$ cat config.mk
export PLATFORM = sky130hd
export DESIGN_NAME = aging_process_scheduler_unit
export DESIGN_NICKNAME = d
export VERILOG_FILES = /design/src/apsu_pkg.sv /design/src/aging_process_scheduler_unit.sv /design/src/apsu_table.sv /design/src/apsu_ctrl.sv
export VERILOG_INCLUDE_DIRS = /design/src /design/src/src
export SDC_FILE = /design/constraint.sdc
export NUM_CORES = 1
export LEC_CHECK = 0
export ABC_AREA = 1
export BUFFER_PORTS_ARGS = -buffer_cell sky130_fd_sc_hd__buf_2
export CAP_MARGIN = 20
export CORE_MARGIN = 8
export CORE_UTILIZATION = 43
export CTS_CLUSTER_DIAMETER = 80
export DETAILED_ROUTE_END_ITERATION = 7
export PLACE_DENSITY = 0.62
export SKIP_LAST_GASP = 1
export SLEW_MARGIN = 20
export SYNTH_ARGS = -nofsm -noshare
export SYNTH_HDL_FRONTEND = slang
export SYNTH_SLANG_ARGS = --single-unit
$ cat constraint.sdc
create_clock -name clk -period 3.5 [get_ports clk]
set_input_delay 0.175 -clock clk [delete_from_list [all_inputs] [get_ports clk]]
set_output_delay 0.175 -clock clk [all_outputs]
set_load 0.005 [all_outputs]
$ cat src/assert_macros.svh
// assertion helpers for the rtl
`ifndef ASSERT_MACROS_SVH
`define ASSERT_MACROS_SVH

// same-cycle implication, idle during reset
`define AST_IMPLY(label, clk, rst, ante, cons, msg) \
  label: assert property (@(posedge clk) disable iff (rst) (ante) |-> (cons)) \
    else $error(msg);

// next-cycle implication, idle during reset
`define AST_NEXT(label, clk, rst, ante, cons, msg) \
  label: assert property (@(posedge clk) disable iff (rst) (ante) |=> (cons)) \
    else $error(msg);

`endif

$ cat src/apsu_pkg.sv
package apsu_pkg;

  localparam int MAX_PROCS_DEF  = 8;
  localparam int COUNT_BITS_DEF = 10;
  localparam int ID_W           = 8;
  localparam int IN_CNT_W       = 10;
  localparam int OCC_W          = 4;

  typedef enum logic [0:0] {
    OP_ADD  = 1'b0,
    OP_TICK = 1'b1
  } op_t;

  typedef enum logic [1:0] {
    ST_RAN   = 2'd0,
    ST_IDLE  = 2'd1,
    ST_ADDED = 2'd2,
    ST_FULL  = 2'd3
  } status_t;

  typedef enum logic [2:0] {
    S_IDLE,
    S_SCAN,
    S_SHIFT,
    S_TAIL,
    S_HEAD,
    S_DONE
  } state_t;

  typedef struct packed {
    logic [IN_CNT_W-1:0] start_score;
    logic [IN_CNT_W-1:0] instr_count;
    logic [ID_W-1:0]     proc_id;
    op_t                 operation;
  } item_t;

  typedef struct packed {
    status_t          status;
    logic [ID_W-1:0]  ran_id;
    logic             ran_finished;
    logic [OCC_W-1:0] occupancy;
  } result_t;

endpackage

$ cat src/aging_process_scheduler_unit.sv
// aging scheduler over an ordered process table held in a single-port-write ram
// add: appends the entry if there is room; tick: a scan drops finished entries, runs the head, ages
// the rest, then promotes the lowest-scored entry m of the k left if below the head's
// one item at a time: the input is ready again once the result is in the output register
// rst is synchronous, active high: table empties, the fsm idles, no result is held
`include "assert_macros.svh"

module aging_process_scheduler_unit #(
  parameter int MAX_PROCS  = apsu_pkg::MAX_PROCS_DEF,
  parameter int COUNT_BITS = apsu_pkg::COUNT_BITS_DEF
) (
  input  logic        clk,
  input  logic        rst,
  input  logic        s_axis_tvalid,
  output logic        s_axis_tready,
  input  logic [31:0] s_axis_tdata,  // proc_id[7:0], instr_count[17:8], start_score[27:18]
  input  logic        s_axis_tuser,  // operation
  output logic        m_axis_tvalid,
  input  logic        m_axis_tready,
  output logic [15:0] m_axis_tdata,  // ran_id[7:0], ran_finished[8], occupancy[12:9]
  output logic [1:0]  m_axis_tuser   // status
);

  import apsu_pkg::*;

  localparam int AW = $clog2(MAX_PROCS);
  localparam int EW = ID_W + 2 * COUNT_BITS;

  item_t          item;
  result_t        res;
  result_t        res_q;
  logic           start;
  logic           ctrl_ready;
  logic           res_ready;
  logic           res_valid;
  logic [AW-1:0]  raddr;
  logic [AW-1:0]  waddr;
  logic           we;
  logic [EW-1:0]  rdata;
  logic [EW-1:0]  wdata;

  // unpack the slave beat into the item fields
  assign item.operation   = op_t'(s_axis_tuser);
  assign item.proc_id     = s_axis_tdata[7:0];
  assign item.instr_count = s_axis_tdata[17:8];
  assign item.start_score = s_axis_tdata[27:18];

  assign s_axis_tready = ctrl_ready;
  assign start         = s_axis_tvalid && ctrl_ready;

  // output register is free when empty or being drained this cycle
  assign res_ready = !m_axis_tvalid || m_axis_tready;

  // process table: id, remaining count and score per slot
  apsu_table #(
    .DEPTH (MAX_PROCS),
    .EW    (EW)
  ) u_table (
    .clk   (clk),
    .raddr (raddr),
    .rdata (rdata),
    .we    (we),
    .waddr (waddr),
    .wdata (wdata)
  );

  // sequencer: adds, or for a tick the compaction and ageing scan, then the promotion shuffle
  apsu_ctrl #(
    .MAX_PROCS  (MAX_PROCS),
    .COUNT_BITS (COUNT_BITS)
  ) u_ctrl (
    .clk       (clk),
    .rst       (rst),
    .start     (start),
    .item      (item),
    .ready     (ctrl_ready),
    .res_ready (res_ready),
    .res_valid (res_valid),
    .res       (res),
    .raddr     (raddr),
    .rdata     (rdata),
    .we        (we),
    .waddr     (waddr),
    .wdata     (wdata)
  );

  // result beat register
  always_ff @(posedge clk) begin
    if (rst) begin
      m_axis_tvalid <= 1'b0;
    end else if (res_valid) begin
      m_axis_tvalid <= 1'b1;
    end else if (m_axis_tready) begin
      m_axis_tvalid <= 1'b0;
    end
  end

  always_ff @(posedge clk) begin
    if (res_valid) begin
      res_q <= res;
    end
  end

  assign m_axis_tdata = {3'b000, res_q.occupancy, res_q.ran_finished, res_q.ran_id};
  assign m_axis_tuser = res_q.status;

  // sequencer never reports while it is waiting for an item
  `AST_IMPLY(a_no_res_when_idle, clk, rst, s_axis_tready, !res_valid,
             "result produced while idle")
  // a result is only handed over when the output register can take it
  `AST_IMPLY(a_res_into_free_slot, clk, rst, res_valid, res_ready,
             "result would overwrite a pending beat")
  // an accepted item leaves the block busy in the following cycle
  `AST_NEXT(a_busy_after_accept, clk, rst, start, !s_axis_tready,
            "ready right after accept")
  // after the result the block returns to waiting for the next item
  `AST_NEXT(a_ready_after_res, clk, rst, res_valid, s_axis_tready && m_axis_tvalid,
            "not ready after result")

endmodule

$ cat src/apsu_table.sv
module apsu_table #(
  parameter int DEPTH = 8,
  parameter int EW    = 28
) (
  input  logic                     clk,
  input  logic [$clog2(DEPTH)-1:0] raddr,
  output logic [EW-1:0]            rdata,
  input  logic                     we,
  input  logic [$clog2(DEPTH)-1:0] waddr,
  input  logic [EW-1:0]            wdata
);

  logic [EW-1:0] mem [DEPTH];

  always_ff @(posedge clk) begin
    if (we) begin
      mem[waddr] <= wdata;
    end
  end

  always_ff @(posedge clk) begin
    rdata <= mem[raddr];
  end

endmodule

$ cat src/apsu_ctrl.sv
module apsu_ctrl #(
  parameter int MAX_PROCS  = 8,
  parameter int COUNT_BITS = 10
) (
  input  logic                                   clk,
  input  logic                                   rst,
  input  logic                                   start,
  input  apsu_pkg::item_t                        item,
  output logic                                   ready,
  input  logic                                   res_ready,
  output logic                                   res_valid,
  output apsu_pkg::result_t                      res,
  output logic [$clog2(MAX_PROCS)-1:0]           raddr,
  input  logic [apsu_pkg::ID_W+2*COUNT_BITS-1:0] rdata,
  output logic                                   we,
  output logic [$clog2(MAX_PROCS)-1:0]           waddr,
  output logic [apsu_pkg::ID_W+2*COUNT_BITS-1:0] wdata
);

  import apsu_pkg::*;

  localparam int AW = $clog2(MAX_PROCS);
  localparam int CW = $clog2(MAX_PROCS + 1);
  localparam int CB = COUNT_BITS;

  state_t state, state_next;

  logic [CW-1:0]   n;
  logic [CW-1:0]   r;
  logic [CW-1:0]   w;
  logic            pv;
  logic [AW-1:0]   pa;
  logic [AW-1:0]   m;
  logic [CB-1:0]   minsc;
  logic [ID_W-1:0] hid;
  logic [CB-1:0]   hrem;
  logic [CB-1:0]   hsc;
  logic            hfin;
  logic [ID_W-1:0] mid;
  logic [CB-1:0]   mrem;
  logic [CB-1:0]   msc;

  logic [ID_W-1:0] rd_id;
  logic [CB-1:0]   rd_rem;
  logic [CB-1:0]   rd_sc;
  logic            rd_live;
  logic [CB-1:0]   rem_dec;
  logic [CB-1:0]   sc_dec;
  logic            is_head;
  logic            lower;
  logic            pass_end;
  logic            has_room;
  logic [CB-1:0]   in_rem;
  logic [CB-1:0]   in_sc;

  assign rd_id    = rdata[ID_W-1:0];
  assign rd_rem   = rdata[ID_W +: CB];
  assign rd_sc    = rdata[ID_W+CB +: CB];
  assign rd_live  = (rd_rem != '0);
  // shared unit: one count decrement, one saturating score decrement and one compare per beat
  assign rem_dec  = rd_rem - CB'(1);
  assign sc_dec   = (rd_sc == '0) ? '0 : rd_sc - CB'(1);
  assign is_head  = (w == '0);
  assign lower    = (sc_dec < minsc);
  assign pass_end = (r == n) && !pv;
  assign has_room = (n < CW'(MAX_PROCS));
  assign in_rem   = CB'(item.instr_count);
  assign in_sc    = CB'(item.start_score);

  always_comb begin
    state_next = state;
    case (state)
      S_IDLE: begin
        if (start) begin
          if (item.operation == OP_ADD || n == '0) begin
            state_next = S_DONE;
          end else begin
            state_next = S_SCAN;
          end
        end
      end
      S_SCAN: begin
        if (pass_end) begin
          if (w != '0 && m != '0) begin
            state_next = S_SHIFT;
          end else begin
            state_next = S_DONE;
          end
        end
      end
      S_SHIFT: begin
        if (pass_end) begin
          state_next = S_TAIL;
        end
      end
      S_TAIL:  state_next = S_HEAD;
      S_HEAD:  state_next = S_DONE;
      S_DONE: begin
        if (res_ready) begin
          state_next = S_IDLE;
        end
      end
      default: state_next = S_IDLE;
    endcase
  end

  always_comb begin
    ready     = 1'b0;
    res_valid = 1'b0;
    raddr     = r[AW-1:0];
    we        = 1'b0;
    waddr     = n[AW-1:0];
    wdata     = {in_sc, in_rem, item.proc_id};
    case (state)
      S_IDLE: begin
        ready = 1'b1;
        we    = start && (item.operation == OP_ADD) && has_room;
      end
      S_SCAN: begin
        we    = pv && rd_live;
        waddr = w[AW-1:0];
        wdata = is_head ? {rd_sc, rem_dec, rd_id} : {sc_dec, rd_rem, rd_id};
      end
      S_SHIFT: begin
        we    = pv;
        waddr = pa - AW'(1);
        wdata = rdata;
      end
      S_TAIL: begin
        we    = 1'b1;
        waddr = AW'(n - CW'(1));
        wdata = {hsc, hrem, hid};
      end
      S_HEAD: begin
        we    = 1'b1;
        waddr = '0;
        wdata = {msc, mrem, mid};
      end
      S_DONE: begin
        res_valid = res_ready;
      end
      default: begin
      end
    endcase
  end

  always_ff @(posedge clk) begin
    if (rst) begin
      state <= S_IDLE;
      n     <= '0;
      pv    <= 1'b0;
    end else begin
      state <= state_next;
      case (state)
        S_IDLE: begin
          if (start) begin
            pv <= 1'b0;
            if (item.operation == OP_ADD) begin
              if (has_room) begin
                n   <= n + CW'(1);
                res <= '{ST_ADDED, '0, 1'b0, OCC_W'(n + CW'(1))};
              end else begin
                res <= '{ST_FULL, '0, 1'b0, OCC_W'(n)};
              end
            end else if (n == '0) begin
              res <= '{ST_IDLE, '0, 1'b0, '0};
            end else begin
              r <= '0;
              w <= '0;
              m <= '0;
            end
          end
        end
        S_SCAN: begin
          pv <= (r != n);
          if (r != n) begin
            r <= r + CW'(1);
          end
          if (pv && rd_live) begin
            w <= w + CW'(1);
            if (is_head) begin
              hid   <= rd_id;
              hrem  <= rem_dec;
              hsc   <= rd_sc;
              hfin  <= (rem_dec == '0);
              minsc <= rd_sc;
            end else if (lower) begin
              minsc <= sc_dec;
              m     <= w[AW-1:0];
              mid   <= rd_id;
              mrem  <= rd_rem;
              msc   <= sc_dec;
            end
          end
          if (pass_end) begin
            n <= w;
            r <= CW'(m) + CW'(1);
            if (w == '0) begin
              res <= '{ST_IDLE, '0, 1'b0, '0};
            end else begin
              res <= '{ST_RAN, hid, hfin, OCC_W'(w)};
            end
          end
        end
        S_SHIFT: begin
          pv <= (r != n);
          pa <= r[AW-1:0];
          if (r != n) begin
            r <= r + CW'(1);
          end
        end
        default: begin
        end
      endcase
    end
  end

endmodule

## Word level (Yosys, flattened, before mapping)

Memory sizes are Yosys's and may differ from the RTL's. A register that Yosys moved wholly into a read port is not among the register bits.
Cells that the tools add are included.
Widths: inputs -> output; s select.

- Word-level logic and storage cells: 142
- Bits of input ports: 37
- RAM bits: 224
- Memories kept: 1
- Output and inout bits: 20
- Register bits: 120

Memory list:

| memory | words | width | read ports | clocked after Yosys merged registers in | write ports | RTL line | RTL |
|---|---|---|---|---|---|---|---|
| u_table.mem | 8 | 28 | 1 | 1 | 1 | apsu_table.sv:13 | `logic [EW-1:0] mem [DEPTH];` |

- Mux-type cells: 49
- Add/sub/neg operators: 8
- Bitwise logic cells: 3
- Equality and inequality tests: 19
- Reductions and logical operators: 36
- $lt $le $gt $ge: 2

Operators by type and width:

| cell | count |
|---|---|
| $pmux 28 s4 | 1 |
| $mux 15 | 4 |
| $mux 4 | 10 |
| $mux 3 | 12 |
| $mux 10 | 3 |
| $pmux 15 s2 | 1 |
| $mux 14 | 2 |
| $mux 28 | 1 |
| $logic_not 10->1 | 2 |
| $reduce_and 5->1 | 4 |
| $sub 10x1->10 const B | 2 |
| $pmux 3 s6 | 1 |
| $pmux 4 s2 | 2 |
| $ne 2x1->1 const B | 7 |
| $add 4x1->4 const B | 3 |
| $pmux 3 s4 | 1 |
| $pmux 4 s3 | 1 |
| $reduce_and 4->1 | 3 |
| $lt 10x10->1 | 1 |
| $reduce_bool 10->1 | 1 |
| $logic_not 4->1 | 2 |
| $ne 2x2->1 const B | 4 |
| $reduce_and 8->1 | 1 |
| $reduce_bool 2->1 | 4 |
| 23 further kinds | 44 |

## Depth between registers and ports, before layout

- Depth in word-level cells: 8
- Mapped depth: 17
- Depth with buffers taken out: 17

## Cells and area by module

Synthesis repeated with hierarchy kept, for this count alone.

- Cell total of the unflattened synthesis: 1,716
- Area total of the unflattened synthesis: 16,925.0 µm²

By module, submodules not included:

| module | instances | sequential area each (µm²) | cells an instance | area each (µm²) |
|---|---|---|---|---|
| apsu_table | 1 | 7,287.0 | 1,014 | 10,397.5 |
| apsu_ctrl | 1 | 3,042.9 | 676 | 6,000.8 |
| aging_process_scheduler_unit | 1 | 470.5 | 26 | 526.8 |

## Worst setup path after synthesis

Ideal clock, no wire load.

- Path type: register to register
- Start: register u_table.rdata[18] (read register of u_table.mem)
- End: register u_ctrl.mid[0], enable pin
- Period minus slack after synthesis: 3,488 ps
- Buffers on the path: 0
- Cell stages (with the launch flop): 18
- Required time: 3,087 ps
- Arrival: 3,075 ps
- Path slack: 12 ps
- Setup time: 413 ps
- Cells stage by stage: dfxtp_1 -> inv_1 -> ha_1 -> inv_1 -> nor2_1 -> nand2_1 -> nor2_1 -> inv_1 -> nand3_1 -> inv_1 -> ha_1 -> nand2_1 -> inv_1 -> nand3_1 -> inv_1 -> a21oi_1 -> nand3b_1 -> nor2_1

- Longest elaborated chain between the ends: 4
- Elaborated cells on any way between the ends: 5
- Those cells by class: add/sub: 1; order compare: 1; mux: 1; reduce/logical: 2

RTL lines:

| element | RTL line | RTL |
|---|---|---|
| start: declaration | apsu_table.sv:7 | `output logic [EW-1:0] rdata,` |
| $sub 10x1->10 or $logic_not 10->1 (tied branches) | apsu_ctrl.sv:62 | `assign sc_dec = (rd_sc == '0) ? '0 : rd_sc - CB'(1);` |
| $mux 10 * | apsu_ctrl.sv:62 |  |
| net u_ctrl.sc_dec[9] | apsu_ctrl.sv:48 | `logic [CB-1:0] sc_dec;` |
| $lt 10x10->1 * | apsu_ctrl.sv:64 | `assign lower = (sc_dec < minsc);` |
| $reduce_and 5->1 (no source line) * | -- |  |
| end signal: assignment | apsu_ctrl.sv:190 | `mid <= rd_id;` |
| end: declaration | apsu_ctrl.sv:39 | `logic [ID_W-1:0] mid;` |

The timed path passes the listed nets; every way through them passes the cells marked *.
A chain may end at the register's enable or synchronous reset.

## Final worst setup path

- Start: register u_ctrl.state[1]
- End: memory u_table.mem[1][14], enable pin

- Longest elaborated chain between the ends: 8
- Elaborated cells on any way between the ends: 14
- Those cells by class: eq/ne: 4; mux: 5; reduce/logical: 5

RTL lines:

| element | RTL line | RTL |
|---|---|---|
| start: declaration | apsu_ctrl.sv:26 | `state_t state, state_next;` |
| start signal: assignment | apsu_ctrl.sv:153 | `state <= state_next;` |
| $logic_not 3->1 | apsu_ctrl.sv:114 | `case (state)` |
| $mux 1 | apsu_ctrl.sv:114 |  |
| $logic_and 1x1->1 | aging_process_scheduler_unit.sv:49 | `assign start = s_axis_tvalid && ctrl_ready;` |
| $logic_and 1x1->1 (2 in a row) | apsu_ctrl.sv:117 | `we = start && (item.operation == OP_ADD) && has_room;` |
| $pmux 1 s4 | apsu_ctrl.sv:114 |  |
| $mux 1 | apsu_table.sv:16 | `if (we) begin` |
| $mux 1 (implied by the code) | apsu_table.sv:17 | `mem[waddr] <= wdata;` |
| end: declaration | apsu_table.sv:13 |  |

Several ways; a longest one is shown, not always the timed one.

==> impl_results.md <==
- Outcome: finished clean
- Most common cell in the netlist: edfxtp_1
- Placer Congestion: 0.885
- # hold bufs at CTS: 3
- Synth Cell Area: 0.0158 sq mm
- Setup Viol. Count Final: 0
- First-pass GRT wire length: about 56,000 um
- CTS max path bufs: 3
- Overall routing resource usage: 0.165
- DRT antenna net count: 0
- Top cells by area, synth: edfxtp_1 64%, nor2_1 6.3%, dfxtp_1 4.7%
- Post-synth top area cell: edfxtp_1
- Seq/Total Area, Yosys: 0.684
- DR iter-0 viols: roughly 930
- Max H-tree Level: 2
- Final Max Slew Viols: 0
- Dpl ws: 406 ps
- Max FO, Critical Path: 16
- Post-synthesis register bit count: between 300 and 400
- Commonest cells in the netlist: 335 x edfxtp_1, 266 x nor2_1, 151 x nand2_1
- Post-synth top flop: edfxtp_1
- Largest stage delay, worst path: 630 ps
- Post-synth EDFFs: 335
- CTS Sinks: ~370
- Critical path required time: between 3000 and 4000 ps
- RSZ-0062 raised after global routing: no
- Arr. time, crit path: between 3000 and 4000 ps
- Share of layout cells above drive strength 1: 0.126
- DR vias: approximately 10,000
- Total Die Area: approximately 0.043 sq mm
- CP max-delay cell: dfxtp_1
- Cell total after placement: 1,870
- Non-Filler Instances: just under 2,000
- Peak supply drop: ~0.00045 V
- Worst Setup Start Kind: flop
- Post-route worst setup slack: between 400 and 500 ps
- Fin util: 0.491
- CP Class: reg -> reg
- Total wire length: around 36,000 um
- Vias in the first global route: between 10,000 and 15,000
- Crit share post-route: 0.879
- Ports: 57
- Slew HR: 0.327
- Fin nets: between 1,500 and 2,000
- Clk_lat worst skew: 530 ps
- Type of the worst min-delay path: in -> reg
- Remaining global-route overflow: 0
- TritonRoute pass-1 iters: 5
- Row count: 70
- TritonCTS clock tree: built
- Cells after synthesis: roughly 1,400
- Power per standard cell area: ~960 mW/mm^2
- Die Width: 208 um
- CTS resizes: 0
- Syn Area/Cell: ~11 sq um
- Yosys cell types: 48
- PortBufs: between 40 and 50
- Top-area cell type share of the netlist area: 0.637
- TritonCTS buffer count: 39
- N_diodes: 0
- Setup TNS: 0 ps
- Max Cap Viol: 0
- DR WL/cell: around 19 um
- Tmin final: just over 3000 ps
- Initial Util: 0.433
- Synth-to-Final Area Change: 13.3%
- Final hold violation count: 0
- Asr flop ratio synth: 0
- Die Y: 208 um
- CTS clk-pin slew, worst paths: about 60 ps
- Leak Pwr: ~6.4 nW
- Number of vias per cell: between 5 and 6
- Synth warn: 0
- Root Driver: clkbuf_16
- Setup bufs post-CTS: 0
- Maximum number of pins on one net before global-route repair: 66
- Worst-Margin Slew: around 1000 ps
- CP endpoint kind: flop
- Clk_skew: about 23 ps
- Detailed placer's ending HPWL: approximately 22,000 um
- Detailed-route DRC error count: 0
- Initial antenna violation count: 0
- Maximum clock rate: between 0.3 and 0.4 GHz
- CP cell instances: inv_2 -> nand3_4 -> nand2_4 -> nor2_4 -> inv_1 -> nand3_1 -> nand3_1 -> nor2_4 -> buf_4
- CORE AREA: 0.0364 sq mm
==> per-layer routing <==
layer  track usage  part of all wire
met5             0                 0
met4        0.0595             0.028
met3        0.0278             0.053
met2         0.268              0.47
met1         0.220              0.45
==> area by class of cell <==
class | count | area [sq um]
sequential | 372 | 10800
clock inverter | 14 | 70.1
fill | 3199 | 18500
multi-input combinational | 834 | 4310
clock buffer | 55 | 1110
inverter | 110 | 414
tap | 468 | 586
timing repair buffer | 89 | 603
==> through the flow <==
step / area, sq um / hold slack (ps) / total power [mW]
after floorplan: 15800 / 371 / 11.3
after detailed placement: 16700 / 405 / 13.4
after CTS: 17900 / 95.1 / 17.2
after global placement: 16700 / 403 / 13.2
final: 17900 / 125 / 17.1
after global routing: 17900 / 149 / 18.1
==> worst max-delay path, delay by kind of cell (launching register included) <==
family / cells / cell delay (ps)
buffers and inverters: 3 / 470
DFF: 1 / 630
and+or+nand+nor: 6 / 1670
==> final timing paths <==
path                                       from                 end  slack [ps]  cells past startpoint
worst max-delay path            u_ctrl.state[1]  u_table.mem[1][14]         420                      9
worst min-delay path               s_axis_tuser      u_ctrl.res[14]         120                      4
worst max register to register  u_ctrl.state[1]  u_table.mem[1][14]         420                      9
worst min register to register    u_ctrl.res[3]    m_axis_tdata[12]         410                      0
==> cells in the final DEF, fill, tap and decap left out, drive strengths merged, types with 3 or more instances in the layout <==
cell type / count
nand4: 14
a21boi: 5
nor2: 269
dlygate4sd3: 3
clkbuf: 55
ha: 22
nand2: 159
nor3: 7
a21oi: 30
xor2: 14
a41oi: 5
o2111ai: 9
xnor2: 5
o21a: 3
edfxtp: 335
o21ai: 144
buf: 86
inv: 108
a31oi: 29
conb: 3
o22ai: 34
nand3: 61
dfxtp: 37
clkinv: 14
a32o: 8
==> registers in the layout, summed over array words and instances (netlist names), 4 cells and up <==
name           flops
u_ctrl.mid         8
u_ctrl.minsc      10
m_axis_tdata      13
u_ctrl.r           4
u_ctrl.n           4
u_ctrl.mrem       10
u_ctrl.hsc        10
u_ctrl.hrem       10
u_table.mem      224
u_ctrl.w           4
u_ctrl.res        15
u_ctrl.hid         8
u_ctrl.msc        10
u_table.rdata     28
==> logic make-up (layout without fill, tap and decap cells) <==
group / Yosys count / after routing / share of synthesized area
adder cells (fa/ha/maj): 22 / 22 / 0.0174
flip-flops: 372 / 372 / 0.684
AO/OA/AOI/OAI: 276 / 276 / 0.103
XOR/XNOR: 19 / 19 / 0.0105
buffers and inverters: 179 / 268 / 0.0489
other: 1 / 3 / 0.000237
AND/OR/NAND/NOR: 514 / 514 / 0.136
==> report_power, final <==
part	switching, mW	internal, mW	total, mW	leakage (nW)
clock network	1.62	2.20	3.82	0.573
logic	4.31	1.64	5.95	2.52
registers	0.466	6.89	7.36	3.35
(Power assumes the default switching activity.)
